**src/rtl/sss_pkg.sv**
```systemverilog
`timescale 1ns / 1ps

package sss_pkg;

  // Width of the rotated vector and of the angle accumulator (degrees * 2^16).
  localparam int unsigned XW = 20;
  localparam int unsigned ZW = 25;
  localparam int unsigned ITERS_PER_STAGE = 4;

  localparam logic signed [15:0] DEG180_Q7 = 16'sd23040;
  localparam logic signed [ZW-1:0] Z_90 = 25'sd5898240;

  localparam logic [1:0] KIND_ALL       = 2'd0;
  localparam logic [1:0] KIND_ID        = 2'd1;
  localparam logic [1:0] KIND_POWER     = 2'd2;
  localparam logic [1:0] KIND_DIRECTION = 2'd3;

  // Sub-mode 0 means latest, highest or nearest; 1 means oldest or lowest.
  localparam logic [1:0] SUB_LATEST  = 2'd0;
  localparam logic [1:0] SUB_OLDEST  = 2'd1;
  localparam logic [1:0] SUB_BETWEEN = 2'd2;

  typedef enum logic [2:0] {
    REG_SELECTION_KIND   = 3'd0,
    REG_SUB_MODE         = 3'd1,
    REG_RANGE_LOW        = 3'd2,
    REG_RANGE_HIGH       = 3'd3,
    REG_TARGET_DIRECTION = 3'd4
  } sss_reg_e;

  typedef struct packed {
    logic [14:0]            source_id;
    logic                   in_map;
    logic signed [15:0]     source_power;
    logic                   last_source;
    logic                   y_zero;
    logic                   x_neg;
    logic signed [XW-1:0]   x;
    logic signed [XW-1:0]   y;
    logic signed [ZW-1:0]   z;
  } sss_pipe_t;

  // Rounded arctangent of 2^-i in degrees scaled by 2^16.
  function automatic logic signed [ZW-1:0] atan_at(input logic [4:0] idx);
    logic signed [ZW-1:0] val;
    unique case (idx)
      5'd0:    val = 25'sd2949120;
      5'd1:    val = 25'sd1740967;
      5'd2:    val = 25'sd919879;
      5'd3:    val = 25'sd466945;
      5'd4:    val = 25'sd234379;
      5'd5:    val = 25'sd117304;
      5'd6:    val = 25'sd58666;
      5'd7:    val = 25'sd29335;
      5'd8:    val = 25'sd14668;
      5'd9:    val = 25'sd7334;
      5'd10:   val = 25'sd3667;
      5'd11:   val = 25'sd1833;
      5'd12:   val = 25'sd917;
      5'd13:   val = 25'sd458;
      5'd14:   val = 25'sd229;
      5'd15:   val = 25'sd115;
      5'd16:   val = 25'sd57;
      5'd17:   val = 25'sd29;
      5'd18:   val = 25'sd14;
      5'd19:   val = 25'sd7;
      default: val = '0;
    endcase
    return val;
  endfunction

endpackage

```
**src/rtl/sound_source_selector.sv**
```systemverilog
`timescale 1ns / 1ps

// Channel   Direction  Handshake               Payload
// input     in         in_valid_i/in_ready_o   source_id, in_map, source_power,
//                                              x_coord, y_coord, last_source
// output    out        out_valid_o/out_ready_i selected_id, hit, frame_end
// config    in         cfg_we_i                cfg_addr_i, cfg_data_i
//
// One request is accepted per cycle while in_ready_o is high. The angle pipeline has
// ceil(CORDIC_STEPS/4) stages of up to four vectoring steps each, followed by the
// registered output. Reset empties the pipeline, drops the kept candidate and
// sets the configuration registers to their defaults. A stalled output holds the
// pipeline only where stages are full.

module sound_source_selector import sss_pkg::*; #(
  parameter int unsigned CORDIC_STEPS = 14
) (
  input  logic               clk_i,
  input  logic               rst_ni,
  input  logic               cfg_we_i,
  input  logic [2:0]         cfg_addr_i,
  input  logic [15:0]        cfg_data_i,
  input  logic               in_valid_i,
  output logic               in_ready_o,
  input  logic [14:0]        source_id_i,
  input  logic               in_map_i,
  input  logic signed [15:0] source_power_i,
  input  logic signed [15:0] x_coord_i,
  input  logic signed [15:0] y_coord_i,
  input  logic               last_source_i,
  output logic               out_valid_o,
  input  logic               out_ready_i,
  output logic [14:0]        selected_id_o,
  output logic               hit_o,
  output logic               frame_end_o
);

  localparam int unsigned NUM_STAGES = (CORDIC_STEPS + ITERS_PER_STAGE - 1) / ITERS_PER_STAGE;

  logic [1:0]         kind_q;
  logic [1:0]         sub_q;
  logic signed [15:0] range_low_q;
  logic signed [15:0] range_high_q;
  logic signed [15:0] target_q;

  always_ff @(posedge clk_i or negedge rst_ni) begin
    if (!rst_ni) begin
      kind_q       <= KIND_ID;
      sub_q        <= SUB_LATEST;
      range_low_q  <= '0;
      range_high_q <= '0;
      target_q     <= '0;
    end else if (cfg_we_i) begin
      unique case (cfg_addr_i)
        REG_SELECTION_KIND:   kind_q       <= cfg_data_i[1:0];
        REG_SUB_MODE:         sub_q        <= cfg_data_i[1:0];
        REG_RANGE_LOW:        range_low_q  <= cfg_data_i;
        REG_RANGE_HIGH:       range_high_q <= cfg_data_i;
        REG_TARGET_DIRECTION: target_q     <= cfg_data_i;
        default: ;
      endcase
    end
  end

  sss_pipe_t           pipe_q [NUM_STAGES+1];
  sss_pipe_t           pipe_d [NUM_STAGES+1];
  logic [NUM_STAGES:0] valid_q;
  logic [NUM_STAGES:0] adv;
  logic                out_free;
  logic                fire;

  assign out_free   = !out_valid_o || out_ready_i;
  assign fire       = valid_q[NUM_STAGES] && out_free;
  assign in_ready_o = adv[0];

  // Vectors in the left half plane are turned by a quarter turn first.
  always_comb begin
    logic signed [XW-1:0] xs;
    logic signed [XW-1:0] ys;
    xs = XW'(x_coord_i);
    ys = XW'(y_coord_i);
    pipe_d[0].source_id    = source_id_i;
    pipe_d[0].in_map       = in_map_i;
    pipe_d[0].source_power = source_power_i;
    pipe_d[0].last_source  = last_source_i;
    pipe_d[0].y_zero       = (y_coord_i == 16'sd0);
    pipe_d[0].x_neg        = x_coord_i[15];
    if (x_coord_i[15]) begin
      if (!y_coord_i[15]) begin
        pipe_d[0].x = ys;
        pipe_d[0].y = -xs;
        pipe_d[0].z = Z_90;
      end else begin
        pipe_d[0].x = -ys;
        pipe_d[0].y = xs;
        pipe_d[0].z = -Z_90;
      end
    end else begin
      pipe_d[0].x = xs;
      pipe_d[0].y = ys;
      pipe_d[0].z = '0;
    end
  end

  for (genvar k = 0; k <= NUM_STAGES; k++) begin : g_pipe
    if (k < NUM_STAGES) begin : g_step
      sss_cordic_stage #(
        .FIRST_STEP  (k * ITERS_PER_STAGE),
        .CORDIC_STEPS(CORDIC_STEPS)
      ) u_stage (
        .stage_i(pipe_q[k]),
        .stage_o(pipe_d[k+1])
      );
      assign adv[k] = !valid_q[k] || adv[k+1];
    end else begin : g_tail
      assign adv[k] = !valid_q[k] || out_free;
    end

    always_ff @(posedge clk_i or negedge rst_ni) begin
      if (!rst_ni) begin
        valid_q[k] <= 1'b0;
      end else if (adv[k]) begin
        if (k == 0) begin
          valid_q[k] <= in_valid_i;
        end else begin
          valid_q[k] <= valid_q[(k == 0) ? 0 : k-1];
        end
      end
    end

    always_ff @(posedge clk_i) begin
      if (adv[k]) begin
        pipe_q[k] <= pipe_d[k];
      end
    end
  end

  sss_pipe_t          last_p;
  logic signed [15:0] angle;
  logic signed [ZW:0] z_round;
  logic signed [ZW:0] z_shift;
  logic signed [16:0] r17;

  assign last_p  = pipe_q[NUM_STAGES];
  assign z_round = (ZW+1)'(last_p.z) + (ZW+1)'(256);
  assign z_shift = z_round >>> 9;
  assign r17     = z_shift[16:0];

  always_comb begin
    if (last_p.y_zero) begin
      angle = last_p.x_neg ? DEG180_Q7 : 16'sd0;
    end else if (r17 > 17'(DEG180_Q7)) begin
      angle = DEG180_Q7;
    end else if (r17 < -17'(DEG180_Q7)) begin
      angle = -DEG180_Q7;
    end else begin
      angle = r17[15:0];
    end
  end

  logic               cand_q;
  logic [14:0]        best_id_q;
  logic signed [15:0] best_power_q;
  logic signed [15:0] best_angle_q;
  logic               cand_d;
  logic [14:0]        best_id_d;
  logic signed [15:0] best_power_d;
  logic signed [15:0] best_angle_d;
  logic               res_valid;
  logic [14:0]        res_id;
  logic               res_hit;
  logic               res_end;

  always_comb begin
    logic               range_mode;
    logic signed [16:0] value;
    logic               match;
    logic signed [16:0] diff_new;
    logic signed [16:0] diff_best;
    logic [16:0]        abs_new;
    logic [16:0]        abs_best;
    range_mode = (kind_q == KIND_ALL) || (sub_q == SUB_BETWEEN);
    case (kind_q)
      KIND_ID:    value = {2'b00, last_p.source_id};
      KIND_POWER: value = 17'(last_p.source_power);
      default:    value = 17'(angle);
    endcase
    match = (kind_q == KIND_ALL) ||
            ((17'(range_low_q) <= value) && (value <= 17'(range_high_q)));
    diff_new  = 17'(angle) - 17'(target_q);
    diff_best = 17'(best_angle_q) - 17'(target_q);
    abs_new   = diff_new[16] ? 17'(-diff_new) : 17'(diff_new);
    abs_best  = diff_best[16] ? 17'(-diff_best) : 17'(diff_best);

    cand_d       = cand_q;
    best_id_d    = best_id_q;
    best_power_d = best_power_q;
    best_angle_d = best_angle_q;
    res_valid    = 1'b0;
    res_id       = '0;
    res_hit      = 1'b0;
    res_end      = 1'b0;

    if (last_p.in_map) begin
      if (range_mode) begin
        if (match) begin
          res_valid = 1'b1;
          res_id    = last_p.source_id;
          res_hit   = 1'b1;
          res_end   = last_p.last_source;
          if (last_p.last_source) begin
            cand_d = 1'b0;
          end
        end
      end else if (!cand_q) begin
        cand_d       = 1'b1;
        best_id_d    = last_p.source_id;
        best_power_d = last_p.source_power;
        best_angle_d = angle;
      end else if (kind_q == KIND_ID) begin
        if ((sub_q == SUB_LATEST && last_p.source_id > best_id_q) ||
            (sub_q == SUB_OLDEST && last_p.source_id < best_id_q)) begin
          best_id_d = last_p.source_id;
        end
      end else if (kind_q == KIND_POWER) begin
        if ((sub_q == SUB_LATEST && last_p.source_power > best_power_q) ||
            (sub_q == SUB_OLDEST && last_p.source_power < best_power_q)) begin
          best_power_d = last_p.source_power;
          best_id_d    = last_p.source_id;
        end
      end else begin
        if (sub_q == SUB_LATEST && abs_new < abs_best) begin
          best_angle_d = angle;
          best_id_d    = last_p.source_id;
        end
      end
    end

    if (last_p.last_source && !res_valid) begin
      res_valid = 1'b1;
      res_end   = 1'b1;
      if (!range_mode && cand_d) begin
        res_id  = best_id_d;
        res_hit = 1'b1;
      end
      cand_d = 1'b0;
    end
  end

  always_ff @(posedge clk_i or negedge rst_ni) begin
    if (!rst_ni) begin
      cand_q       <= 1'b0;
      best_id_q    <= '0;
      best_power_q <= '0;
      best_angle_q <= '0;
      out_valid_o  <= 1'b0;
    end else begin
      if (fire) begin
        cand_q       <= cand_d;
        best_id_q    <= best_id_d;
        best_power_q <= best_power_d;
        best_angle_q <= best_angle_d;
      end
      if (fire && res_valid) begin
        out_valid_o <= 1'b1;
      end else if (out_ready_i) begin
        out_valid_o <= 1'b0;
      end
    end
  end

  always_ff @(posedge clk_i) begin
    if (fire && res_valid) begin
      selected_id_o <= res_id;
      hit_o         <= res_hit;
      frame_end_o   <= res_end;
    end
  end

endmodule

```
**src/rtl/sss_cordic_stage.sv**
```systemverilog
`timescale 1ns / 1ps

module sss_cordic_stage import sss_pkg::*; #(
  parameter int unsigned FIRST_STEP   = 0,
  parameter int unsigned CORDIC_STEPS = 14
) (
  input  sss_pipe_t stage_i,
  output sss_pipe_t stage_o
);

  always_comb begin
    sss_pipe_t            s;
    logic signed [XW-1:0] xn;
    logic signed [XW-1:0] yn;
    s = stage_i;
    for (int unsigned j = 0; j < ITERS_PER_STAGE; j++) begin
      if (FIRST_STEP + j < CORDIC_STEPS) begin
        if (s.y > 0) begin
          xn  = s.x + (s.y >>> (FIRST_STEP + j));
          yn  = s.y - (s.x >>> (FIRST_STEP + j));
          s.z = s.z + atan_at(5'(FIRST_STEP + j));
        end else begin
          xn  = s.x - (s.y >>> (FIRST_STEP + j));
          yn  = s.y + (s.x >>> (FIRST_STEP + j));
          s.z = s.z - atan_at(5'(FIRST_STEP + j));
        end
        s.x = xn;
        s.y = yn;
      end
    end
    stage_o = s;
  end

endmodule
```
**config.mk**
```make
export PLATFORM = sky130hd
export DESIGN_NAME = sound_source_selector
export DESIGN_NICKNAME = d
export VERILOG_FILES = /design/src/rtl/sss_pkg.sv /design/src/rtl/sound_source_selector.sv /design/src/rtl/sss_cordic_stage.sv
export SDC_FILE = /design/constraint.sdc
export NUM_CORES = 2
export LEC_CHECK = 0
export BUFFER_PORTS_ARGS = -buffer_cell sky130_fd_sc_hd__buf_4
export CAP_MARGIN = 20
export CORE_MARGIN = 1.5
export CORE_UTILIZATION = 50
export DETAILED_ROUTE_END_ITERATION = 7
export PLACE_DENSITY_LB_ADDON = 0.05
export SETUP_SLACK_MARGIN = 0.15
export SYNTH_ARGS = -nofsm -noshare
export SYNTH_HDL_FRONTEND = slang
export SYNTH_SLANG_ARGS = --single-unit
```
**constraint.sdc**
```tcl
create_clock -name clk_i -period 18 [get_ports clk_i]
set_input_delay 3.6 -clock clk_i [delete_from_list [all_inputs] [get_ports clk_i]]
set_output_delay 3.6 -clock clk_i [all_outputs]
set_load 0.005 [all_outputs]
```
==> summary.txt <==
Status
  – Outcome: finished clean

Route
  – DR iter-0 viols: 4,183
  – DR WL/cell: 18.3 um
  – DRT Pass-1 Iters: 6
  – Vias: 55,300
  – Post-Route WL: 173,000 um
  – Via density per instance: 5.85
  – Routed Antenna Nets: 0
  – Drt drc: 0

Die
  – Die width: 362 um
  – Core Region: 128,000 sq um
  – Die Ht: 362 um
  – Initial Utilization: 50.5%
  – Die area: 131,000 sq um
  – Ports: 108
  – Num rows: 131

Worst setup path
  – Worst path bufs/invs: 5
  – Worst flop-to-flop path endpoint: pipe_q[0][144]$_DFFE_PP_
  – CP endpoint kind: register
  – Critical Path Start Type: register
  – CP delay by family, top: compound AO/OA/AOI/OAI gates
  – Cells on worst reg2reg path: 63
  – Slowest-stage cell, CP: or3b_2
  – Worst stage delay on the critical path: 0.57 ns
  – WS Path Type: register to register
  – Crit path required time: 18.35 ns
  – CP max FO: 34
  – R2R Path Start: pipe_q[0][25]$_DFFE_PP_
  – Cell mode on critical path: o21ai_0
  – Critical Path AT: 17.10 ns
  – Worst reg-to-reg setup slack: 1.25 ns

Logic synthesis
  – EDFF count, synth: 428
  – Synth unique cells: 108
  – Syn Area/Cell: 8.49 sq um
  – Post-Syn Area: 64,500 sq um
  – Yosys Warn Count: 0
  – Top FF cell, synth: edfxtp_1
  – Syn Inst Count: 7,595
  – Dominant cell type by area after synthesis: edfxtp_1
  – Post-synth top area share: 19.9%
  – Post-synthesis sequential area ratio: 24.0%
  – Async set-or-reset flop fraction in the synthesized netlist: 19.9%
  – Ranking of synthesized cells by area: edfxtp_1 20%, ha_1 18%, xnor2_1 8.2%, a21oi_1 4.4%, nor2_1 4.3%
  – Post-synthesis sequential element count: 534

Cells and area
  – Post-layout util: 54.7%
  – Register area: 15,500 sq um
  – Share of layout cells above drive strength 1: 6.84%
  – Net count, final: 8,781
  – Filler instances: 12,000
  – Area grow syn2layout: 8.38%
  – Multi-input gate area: 46,700 sq um

Clock network
  – CTS tree: done
  – Clk sinks: 534
  – TritonCTS buffer count: 60
  – Root Buffer: clkbuf_16
  – Clock latency on the worst-skew pair: 0.71 ns
  – Clock transition at path regs: 0.06 ns
  – H-tree levels: 2
  – Clock tree buffer depth: 3

Min path
  – Hold Path Origin: pipe_q[0][289]$_DFFE_PP_
  – Hold Path Stages: 0
  – Hold Path End: pipe_q[0][389]$_DFFE_PP_
  – Worst hold path class: register to register

Place
  – Worst setup slack after placement: 0.831 ns
  – Number of port buffers: 107
  – Hpwl dp: 142,000 um
  – GPL Wtd Cong: 0.949

Global route
  – Grt ovf: 0
  – Initial antenna violation count: 4
  – Vias in the first global route: 52,000
  – All-Layer GR Usage: 25.7%
  – First-pass GRT wire length: 276,000 um
  – Largest net degree at the start of global routing: 84

STA
  – Final WS setup: 1.25 ns
  – Relative slew slack: 26.7%
  – Final hold violations: 0
  – RSZ-0062 raised after global routing: yes
  – Setup TNS: 0 ns
  – Final cycle utilization of the critical path: 93.1%
  – Worst-Margin Slew: 1.10 ns
  – Final Max Tran Viols: 0
  – Fin crit period: 16.75 ns
  – F_max: 0.0597 GHz
  – Final setup vio count: 0
  – Clock skew: 0.112 ns

Run
  – Max_cap viols: 0
## kinds of logic after synthesis
kind of cell    count (synthesis)  share of synthesized area [%]
fa+ha+maj                     968                           19.2
flops                         534                           24.0
mux                           113                           1.93
compound gates               2066                           20.7
simple gates                 2358                           18.1
buf+inv                       668                           3.96
xor+xnor                      887                           12.1
other cells                     1                        0.00582
## Yosys cell counts, types with 26 or more instances
cell / instances
a211oi_1: 72
a21boi_0: 62
a21o_1: 169
a21oi_1: 565
a31oi_1: 69
and2_1: 57
and3_1: 56
clkbuf_1: 102
dfrtp_1: 105
edfxtp_1: 428
fa_1: 37
ha_1: 930
inv_1: 523
mux2_2: 87
nand2_1: 484
nand2b_1: 112
nand3_1: 120
nand4_1: 41
nor2_1: 731
nor2b_1: 131
nor3_1: 244
nor3b_1: 26
nor4_1: 76
o211ai_1: 44
o21a_1: 153
o21ai_0: 467
o21bai_1: 62
o31a_1: 31
o31ai_1: 70
o41ai_1: 29
or2_2: 47
or3_1: 82
or4_1: 46
xnor2_1: 607
xor2_1: 277
## final cells by class
cell class	instances	share of cell area, %
tap	1662	2.98
clock buffer	71	2.24
clock inverter	41	0.763
antenna	2	0.00716
multi-input combinational	6396	66.7
inverter	532	2.87
timing repair buffer	201	2.22
sequential	534	22.2
## flip-flops by register name, indices dropped and copies added, names as in the netlist, 2 cells and up
| signal | flops |
|---|---|
| pipe_q | 411 |
| best_angle_q | 16 |
| best_power_q | 16 |
| range_high_q | 16 |
| range_low_q | 16 |
| target_q | 16 |
| best_id_q | 15 |
| selected_id_o | 15 |
| valid_q | 5 |
| kind_q | 2 |
| sub_q | 2 |
## placed cells by master, fill, tap and decap left out, types with 60 or more instances in the layout
cell	instances
nor2_1	730
nand2_1	482
a31oi_1	69
a21oi_1	563
xnor2_1	606
o21a_1	153
clkbuf_16	60
o31ai_1	69
xor2_1	276
mux2_2	87
or3_1	82
buf_4	197
edfxtp_1	428
nor3_1	239
nand3_1	118
ha_1	930
o21bai_1	61
a21o_1	169
dfrtp_1	105
nor2b_1	131
a21boi_0	62
nand2b_1	111
nor4_1	74
o21ai_0	464
inv_1	520
a211oi_1	70
## per-layer routing
layer	GRT usage [%]	part of all wire (%)	wire [um]	up-vias
met5	0	0	0	-
met1	36.6	49	84000	26000
met2	42.4	45	77900	1151
li1	-	-	-	28000
met3	2.46	4.5	7750	169
met4	4.74	1.7	2950	0
## through the flow
stage,cells,instance area [sq um],hold WS (ns)
final,9439,69900,0.359
after global routing,9439,69900,0.375
after CTS,9427,69600,0.357
after detailed placement,9315,67500,0.405
after global placement,9314,67500,0.401
after floorplan,7598,64500,0.400
## worst reg2reg max path, delay by kind of cell (launching register included)
family | cells | cell delay [ns]
AO/OA/AOI/OAI | 27 | 6.18
XOR/XNOR | 5 | 0.98
adder cells (fa/ha/maj) | 5 | 1.79
buffers and inverters | 5 | 0.85
flip-flops | 1 | 0.45
multiplexers | 2 | 0.68
AND/OR/NAND/NOR | 19 | 5.49
## how the worst max path moves through the flow
stage,from,endpoint,slack [ns],depth (start not counted)
final,pipe_q[0][25]$_DFFE_PP_,pipe_q[0][144]$_DFFE_PP_,1.25,63
after global routing,pipe_q[0][129]$_DFFE_PP_,pipe_q[0][224]$_DFFE_PP_,0.08,70
after CTS,pipe_q[0][26]$_DFFE_PP_,pipe_q[0][144]$_DFFE_PP_,0.68,62
after detailed placement,pipe_q[0][29]$_DFFE_PP_,pipe_q[0][144]$_DFFE_PP_,0.83,60
after global placement,pipe_q[0][49]$_DFFE_PP_,pipe_q[0][144]$_DFFE_PP_,0.88,59
after floorplan,pipe_q[0][129]$_DFFE_PP_,pipe_q[0][224]$_DFFE_PP_,0.32,75
## timing repair
item | 4_1_cts | 5_1_grt
buffers inserted | 0 | 8
resized for setup | 0 | 35
endpoints found under the setup margin | 0 | 39
hold buffers | 0 | 0
Power is not shown: default switching activity piles up to over one toggle a cycle in this logic, so the estimate is an artifact.
